--- config.mk ---
export PLATFORM = sky130hd
export DESIGN_NAME = tun_ctrl
export DESIGN_NICKNAME = d
export VERILOG_FILES = /design/src/design/tun_pkg.sv /design/src/design/tun_ctrl.sv
export SDC_FILE = /design/constraint.sdc
export NUM_CORES = 1
export LEC_CHECK = 0
export ABC_CLOCK_PERIOD_IN_PS = 1790
export BUFFER_PORTS_ARGS = -buffer_cell sky130_fd_sc_hd__buf_2
export CAP_MARGIN = 20
export CORE_MARGIN = 5
export CORE_UTILIZATION = 37
export DETAILED_ROUTE_END_ITERATION = 10
export HOLD_SLACK_MARGIN = 0.12
export PLACE_DENSITY = 0.64
export SYNTH_ARGS = -nofsm -noshare
export SYNTH_HDL_FRONTEND = slang
export SYNTH_SLANG_ARGS = --single-unit
--- constraint.sdc ---
create_clock -name clk_i -period 1.79 [get_ports clk_i]
set_input_delay 0.358 -clock clk_i [delete_from_list [all_inputs] [get_ports clk_i]]
set_output_delay 0.358 -clock clk_i [all_outputs]
set_load 0.05 [all_outputs]
--- src/design/tun_pkg.sv ---
// shared types and constants for the triangle unit normal block
package tun_pkg;

  localparam int unsigned VertexDepth = 4096;
  localparam int unsigned SlotW       = 12;
  localparam int unsigned CoordW      = 32;
  localparam int unsigned EdgeW       = 33;
  localparam int unsigned ProdW       = 66;
  localparam int unsigned CrossW      = 67;
  localparam int unsigned MagW        = 31;
  localparam int unsigned L2W         = 64;
  localparam int unsigned NormW       = 16;
  localparam int unsigned KW          = 16;

  localparam logic ModeWrite = 1'b0;
  localparam logic ModeTri   = 1'b1;

  typedef struct packed {
    logic                     mode;
    logic [SlotW-1:0]         slot;
    logic signed [CoordW-1:0] coord_x;
    logic signed [CoordW-1:0] coord_y;
    logic signed [CoordW-1:0] coord_z;
    logic [SlotW-1:0]         corner_a;
    logic [SlotW-1:0]         corner_b;
    logic [SlotW-1:0]         corner_c;
  } in_item_t;

  typedef struct packed {
    logic signed [NormW-1:0] normal_x;
    logic signed [NormW-1:0] normal_y;
    logic signed [NormW-1:0] normal_z;
    logic                    degenerate;
  } out_item_t;

  // datapath operations issued by the controller
  typedef enum logic [3:0] {
    OpNone,
    OpWrite,
    OpReadA,
    OpReadB,
    OpReadC,
    OpEdges,
    OpProd,
    OpCross,
    OpShift,
    OpSquare,
    OpSum,
    OpSearchInit,
    OpSearchMul,
    OpSearchPart,
    OpSearchCmp,
    OpFinish
  } op_e;

  typedef struct packed {
    op_e        op;
    logic [1:0] comp;
    logic [1:0] sub;
  } dp_cmd_t;

  typedef struct packed {
    logic zero;
    logic fits;
    logic search_done;
  } dp_status_t;

endpackage

--- src/design/tun_ctrl.sv ---
// controller sequencing vertex writes, corner reads and normalisation
module tun_ctrl (
  input  logic                clk_i,
  input  logic                rst_ni,
  input  logic                in_valid_i,
  output logic                in_ready_o,
  input  logic                in_mode_i,
  output logic                out_valid_o,
  input  logic                out_ready_i,
  output tun_pkg::dp_cmd_t    cmd_o,
  input  tun_pkg::dp_status_t status_i,
  output logic                load_o
);

  typedef enum logic [3:0] {
    StIdle, StRdB, StRdC, StEdge, StProd, StCross, StShift, StSquare, StSum,
    StInit, StMul, StPart, StCmp, StDone
  } state_e;

  state_e     state_q;
  logic [1:0] comp_q, sub_q;
  logic       out_valid_q;
  logic       busy;

  assign busy        = (state_q != StIdle);
  assign in_ready_o  = !busy && !(out_valid_q && !out_ready_i);
  assign load_o      = in_valid_i && in_ready_o;
  assign out_valid_o = out_valid_q;

  always_comb begin
    cmd_o.comp = comp_q;
    cmd_o.sub  = sub_q;
    case (state_q)
      StIdle: begin
        if (load_o) cmd_o.op = (in_mode_i == tun_pkg::ModeWrite) ? tun_pkg::OpWrite
                                                                  : tun_pkg::OpReadA;
        else cmd_o.op = tun_pkg::OpNone;
      end
      StRdB:    cmd_o.op = tun_pkg::OpReadB;
      StRdC:    cmd_o.op = tun_pkg::OpReadC;
      StEdge:   cmd_o.op = tun_pkg::OpEdges;
      StProd:   cmd_o.op = tun_pkg::OpProd;
      StCross:  cmd_o.op = tun_pkg::OpCross;
      StShift:  cmd_o.op = tun_pkg::OpShift;
      StSquare: cmd_o.op = tun_pkg::OpSquare;
      StSum:    cmd_o.op = tun_pkg::OpSum;
      StInit:   cmd_o.op = tun_pkg::OpSearchInit;
      StMul:    cmd_o.op = tun_pkg::OpSearchMul;
      StPart:   cmd_o.op = tun_pkg::OpSearchPart;
      StCmp:    cmd_o.op = tun_pkg::OpSearchCmp;
      StDone:   cmd_o.op = tun_pkg::OpFinish;
      default:  cmd_o.op = tun_pkg::OpNone;
    endcase
  end

  always_ff @(posedge clk_i or negedge rst_ni) begin
    if (!rst_ni) begin
      state_q     <= StIdle;
      comp_q      <= '0;
      sub_q       <= '0;
      out_valid_q <= 1'b0;
    end else begin
      if (out_valid_q && out_ready_i) out_valid_q <= 1'b0;
      case (state_q)
        StIdle: begin
          if (load_o && in_mode_i == tun_pkg::ModeTri) state_q <= StRdB;
        end
        StRdB:  state_q <= StRdC;
        StRdC:  state_q <= StEdge;
        StEdge: begin
          state_q <= StProd;
          sub_q   <= '0;
          comp_q  <= '0;
        end
        // the edge products, one at a time on one multiplier
        StProd: begin
          if (sub_q == 2'd2 && comp_q == 2'd1) begin
            state_q <= StCross;
            sub_q   <= '0;
            comp_q  <= '0;
          end else if (comp_q == 2'd1) begin
            comp_q <= '0;
            sub_q  <= sub_q + 2'd1;
          end else begin
            comp_q <= comp_q + 2'd1;
          end
        end
        StCross: state_q <= StShift;
        StShift: begin
          if (status_i.zero) state_q <= StDone;
          else if (status_i.fits) begin
            state_q <= StSquare;
            comp_q  <= '0;
          end
        end
        StSquare: begin
          if (comp_q == 2'd2) state_q <= StSum;
          else comp_q <= comp_q + 2'd1;
        end
        StSum: begin
          state_q <= StInit;
          comp_q  <= '0;
        end
        StInit: state_q <= StMul;
        StMul:  state_q <= StPart;
        StPart: state_q <= StCmp;
        StCmp: begin
          if (status_i.search_done) begin
            if (comp_q == 2'd2) state_q <= StDone;
            else begin
              comp_q  <= comp_q + 2'd1;
              state_q <= StInit;
            end
          end else state_q <= StMul;
        end
        StDone: begin
          if (!out_valid_q) begin
            out_valid_q <= 1'b1;
            state_q     <= StIdle;
          end
        end
        default: state_q <= StIdle;
      endcase
    end
  end

  assert property (@(posedge clk_i) disable iff (!rst_ni)
    busy |-> !in_ready_o) else $error("input taken while busy");
  assert property (@(posedge clk_i) disable iff (!rst_ni)
    (out_valid_o && !out_ready_i) |=> out_valid_o) else $error("result dropped");
  assert property (@(posedge clk_i) disable iff (!rst_ni)
    (state_q == StRdB) |-> $past(state_q) == StIdle) else $error("read order broken");

endmodule

# ---- Word level (Yosys, flattened, before mapping)
# Index checks and enable logic that the tools add are counted.
dict set report totals {
  regBits 9
  input_bits 8
}
dict set report op_classes {
  n_addsub 2
  n_mux 25
  eq_ne 25
  reduce_logical 17
}
# operator n
set ops {}
lappend ops {{$pmux W4 S14} 2}
lappend ops {{$mux W4} 7}
lappend ops {{$eq A4 B4 Y1 const B} 6}
lappend ops {{$mux W2} 10}
lappend ops {{$eq A4 B3 Y1 const B} 4}
lappend ops {{$ne A2 B2 Y1 const B} 7}
lappend ops {{$pmux W2 S5} 1}
lappend ops {{$eq A4 B2 Y1 const B} 2}
lappend ops {{$logic_and A1 B1 Y1} 6}
lappend ops {{$ne A3 B3 Y1 const B} 2}
lappend ops {{$reduce_and A5 Y1} 1}
lappend ops {{$reduce_bool A5 Y1} 1}
lappend ops {{$add A2 B1 Y2 const B} 2}
lappend ops {{$eq A2 B2 Y1 const B} 2}
lappend ops {{$eq A4 B1 Y1 const B} 1}
lappend ops {{$logic_not A4 Y1} 1}
lappend ops {{$pmux W2 S2} 1}
lappend ops {{$reduce_and A4 Y1} 1}
lappend ops {{$reduce_bool A4 Y1} 1}
lappend ops {{$logic_not A1 Y1} 3}
lappend ops {{$mux W1} 3}
lappend ops {{$mux W3} 1}
lappend ops {{$eq A2 B1 Y1 const B} 1}
lappend ops {{$reduce_and A2 Y1} 1}
lappend ops {{2 further kinds} 2}

# ---- Depth between registers and ports, before layout
dict set report depth {
  depth_word 8
  ltp_mapped 7
}

# ---- Least setup slack after synthesis
# No wires, ideal clock.
dict set report synth_path {
  path_kind {reg2out}
  from {register out_valid_q, in the netlist out_valid_o}
  to {output cmd_o[4] in the netlist's numbering}
  path_stages_with_launch 6
  arrival_ps 2727
  path_slack_ps -1295
  n_path_buf 0
  required_time_ps 1432
  path_cell_list {dfrtp_1 > nand2b_1 > and3_1 > and2_1 > a21oi_1 > a31oi_1}
}
# item line_no
set synth_rtl {}
lappend synth_rtl {{from (decl)} tun_ctrl.sv:22} ;# logic out_valid_q;
lappend synth_rtl {{from (signal assigned)} tun_ctrl.sv:61} ;# out_valid_q <= 1'b0;
lappend synth_rtl {{from (signal assigned)} tun_ctrl.sv:63} ;# if (out_valid_q && out_ready_i) out_valid_q <= 1'b0;
lappend synth_rtl {{from (signal assigned)} tun_ctrl.sv:118} ;# out_valid_q <= 1'b1;
lappend synth_rtl {{to (decl)} tun_ctrl.sv:10} ;# output tun_pkg::dp_cmd_t cmd_o,

# ---- Worst setup path after layout
dict set report layout_path {
  from {register state_q[1]}
  to {register state_q[1]}
}
dict set report layout_between {
  elab_chain_len 7
}
# item line_no
set layout_rtl {}
lappend layout_rtl {{from (decl)} tun_ctrl.sv:20} ;# state_e state_q;
lappend layout_rtl {{from (signal assigned)} tun_ctrl.sv:58} ;# state_q <= StIdle;
lappend layout_rtl {{from (signal assigned)} tun_ctrl.sv:66} ;# if (load_o && in_mode_i == tun_pkg::ModeTri) state_q <= StRdB;
lappend layout_rtl {{from (signal assigned)} tun_ctrl.sv:68} ;# StRdB: state_q <= StRdC;
lappend layout_rtl {{$reduce_bool A4 Y1} tun_ctrl.sv:25} ;# assign busy = (state_q != StIdle);
lappend layout_rtl {{$logic_not A1 Y1} tun_ctrl.sv:26} ;# assign in_ready_o = !busy && !(out_valid_q && !out_ready_i);
lappend layout_rtl {{$logic_and A1 B1 Y1} tun_ctrl.sv:26}
lappend layout_rtl {{$logic_and A1 B1 Y1} tun_ctrl.sv:27} ;# assign load_o = in_valid_i && in_ready_o;
lappend layout_rtl {{$logic_and A1 B1 Y1} tun_ctrl.sv:66}
lappend layout_rtl {{$ne A2 B2 Y1 (no source line)} -}
lappend layout_rtl {{$reduce_and A5 Y1 (no source line)} -}
# Several ways; a longest one is shown, not always the timed one.
# A chain may end at the register's enable or synchronous reset.

==> key figures <==
Final layout
  – Final core area utilization: 60.1%
  – Post-route cell area: around 1300 µm²
  – Final #Nets: about 160
  – Ant diodes: 0
  – Proportion of layout cells with a drive suffix above 1: a little over half
  – Synthesis-to-layout area growth: 55.4%

Yosys
  – Dominant register cell in the synthesized netlist: sky130_fd_sc_hd__dfrtp_1
  – Total number of yosys warnings: 0
  – Cells after synthesis: 103
  – Number of library cell types mapped by synthesis: 42
  – Cell area after technology mapping: ~850 µm²
  – Top post-synthesis cells by area: sky130_fd_sc_hd__dfrtp_1 27%, sky130_fd_sc_hd__mux2_4 5.3%, sky130_fd_sc_hd__ha_1 4.4%, sky130_fd_sc_hd__a21oi_1 4.1%, sky130_fd_sc_hd__nand3_1 4.1%
  – Total nets after synthesis: approximately 110
  – Cell type with the largest total area after synthesis: sky130_fd_sc_hd__dfrtp_1
  – Proportion of synthesized chip area in sequential cells: about a quarter
  – Flops & latches, synth: 9
  – Area share of the largest cell type after synthesis: around a quarter
  – Avg Inst Size Synth: approximately 8 µm²
  – Number of enable flip-flop cells after synthesis: 0
  – Ys async rst share: 100%

Run status
  – Result of the run: finished, violations left
  – Failing checks: setup timing

Clock network
  – Maximum clock insertion buffer count: 2
  – Clock Latency Late Sink: 0.26 ns
  – Sink Count: 9
  – Clock input transition at the sequential cells of the worst setup and hold paths: 0.06 ns
  – Total clock buffers created by CTS: 3
  – Root buf cell: sky130_fd_sc_hd__clkbuf_4
  – Maximum level of the CTS H-tree: 1
  – Clock tree from TritonCTS: built

Setup path
  – Kind of cell adding the most delay to the critical path: flip-flops
  – Max Fanout on Critical Path: 7
  – Worst setup path class: reg -> reg
  – Worst Setup End Kind: register
  – Depth of the worst register-to-register path: 8
  – Highest-delay cell along the critical path: sky130_fd_sc_hd__dfrtp_2
  – CP Launch Type: register
  – Data arrival at the endpoint of the critical path: ~2.1 ns
  – Top cell by count, worst path: sky130_fd_sc_hd__buf_6
  – WP buf/inv: 3
  – Worst EP required: 1.94 ns
  – Instance count on the critical path: 8
  – Worst stage delay on the critical path: between 0.4 and 0.5 ns
  – Ordered list of cells on the worst path: buf_4 -> buf_6 -> buf_6 -> nor3b_4 -> o211ai_2 -> o311a_4 -> nand2_4 -> mux2_4

Detailed routing
  – Routed wire per std cell: roughly 15 µm
  – Number of remaining DRC errors: 0
  – Antenna viol nets, final: 0
  – DR vias/cell: roughly 5.5
  – Vias: 946
  – Number of violations reported at the end of detailed-routing iteration 0: 22
  – Number of detailed-route iterations in the first pass: 4
  – Sum of routed wire length over all layers: around 2600 µm

STA
  – Layout Skew: 0.00364 ns
  – Total of endpoints with negative setup slack in the final report: 6
  – Final Hold Viols: 0
  – Final worst hold slack: slightly below 0.5 ns
  – Time the worst path needs with I/O delays and setup: roughly 1.9 ns
  – Worst Tran Pin Value: 0.278 ns
  – Final critical-path share of the clock period: 107%
  – Number of max-slew violations in the final report: 0
  – Smallest setup slack after layout: -0.118 ns
  – RSZ-0062 raised after global routing: true
  – Worst slew margin: 81.2%
  – Fmax achieved: around 0.52 GHz

Worst hold path
  – Tightest Hold Check Type: in -> async

Floorplan
  – Die ar.: about 3300 µm²
  – Boundary pin count: 19
  – Core ar.: approximately 2200 µm²
  – Vertical die dimension: between 50 and 60 µm
  – Die X: 57.8 µm
  – Core Rows: 17
  – Starting density of the core: about two fifths

Place
  – Pre-CTS WS: around 0.038 ns
  – Post-detailed-placement cell area: between 1000 and 1500 µm²
  – GPL Wtd Cong: 0.820
  – Count of buffers inserted at the top-level ports: 18
  – DP HPWL: 1770 µm

Pwr
  – Total design power: around 2900 µW
  – Areal power density over the cells: about 2200 nW/µm²
  – Worst vdd ir: ~0.0013 V
  – Standby leakage power: about 0.00060 µW

Global route
  – Total global-route track usage: ~15%
  – Vias in the first global route: about 890
  – Wire length of the first global-routing pass: 3910 µm
  – Initial antenna violation count: 0
  – Overflow after GRT: 0
  – Largest net degree at the start of global routing: 16

Flow run
  – Max-cap violations: 0
-- where the power goes --
group / total (µW) / internal [µW] / switching [µW]
Sequential: 393 / 295 / 98.7
Clock: 158 / 85.9 / 71.7
Combinational: 2330 / 1040 / 1290
Total: 2880 / 1420 / 1460
-- placed cells by master (no fill, tap or decap), types with 4 or more instances in the layout --
master,netlist,layout
sky130_fd_sc_hd__buf_6,2,6
sky130_fd_sc_hd__buf_2,4,14
sky130_fd_sc_hd__inv_1,5,5
sky130_fd_sc_hd__dfrtp_2,0,6
sky130_fd_sc_hd__a21oi_1,7,5
sky130_fd_sc_hd__o21ai_0,6,6
sky130_fd_sc_hd__buf_4,1,23
sky130_fd_sc_hd__nand2_1,6,6
sky130_fd_sc_hd__nand3_1,7,7
sky130_fd_sc_hd__nor2_1,6,4
sky130_fd_sc_hd__nor2b_1,4,4
-- path summary, 6_finish.rpt --
path | slack, ns | from | endpoint
max | -0.12 | state_q[1]$_DFFE_PN0P_ | state_q[1]$_DFFE_PN0P_
max reg2reg | -0.12 | state_q[1]$_DFFE_PN0P_ | state_q[1]$_DFFE_PN0P_
min | 0.48 | rst_ni | state_q[1]$_DFFE_PN0P_
min reg2reg | 0.51 | sub_q[1]$_DFFE_PN0P_ | sub_q[1]$_DFFE_PN0P_
min in group clk_i | 0.49 | out_ready_i | out_valid_o$_DFF_PN0_
max in group asynchronous | 1.10 | rst_ni | state_q[2]$_DFFE_PN0P_
-- flip-flops by register name (all words and copies together) (netlist names) --
signal       flops
out_valid_o      1
state_q          4
comp_q           2
sub_q            2
-- logic make-up after synthesis --
group | Yosys count | synth area share [%]
AOI/OAI and AO/OA | 29 | 23.0
xor gates and xnor gates | 2 | 2.07
adders and majority gates | 3 | 4.43
buffers and inverters | 14 | 9.01
DFF | 9 | 26.6
muxes | 4 | 6.65
and+or+nand+nor | 42 | 28.2
-- synth_stat cells, drive strengths merged (4+ instances only) --
cell type	instances
inv	6
nand3	7
buf	7
dfrtp	9
a21oi	7
nor2	7
mux2	4
o21ai	6
nand2	7
nor2b	4
-- layer usage --
layer	wire, µm	GRT usage (%)	vias to the layer above
li1	-	-	452
met4	10	2.98	0
met1	1240	20.5	467
met5	0	0	-
met3	96	2.90	2
met2	1260	23.9	25
-- layout make-up --
class                   count  area, µm²
fillers                   189        875
flip-flops and latches      9        233
clock buffers               4       26.3
inverters                   6       22.5
multi-input cells          80        679
well taps                  28       35.0
repair buffers             44        320
-- per-stage QoR --
step,instances,setup TNS (ns)
final,171,-0.349
after global routing,171,-0.866
after CTS,166,-0.0832
after detailed placement,156,0
after global placement,156,0
after floorplan,103,-0.253
-- what timing repair did --
action	4_1_cts	5_1_grt
setup buffers	5	5
endpoints found under the setup margin	4	9
hold buffers	1	0
gates resized for setup	10	15
hold endpoints to repair	9	0
pin swaps	1	4
(Power assumes the default switching activity.)
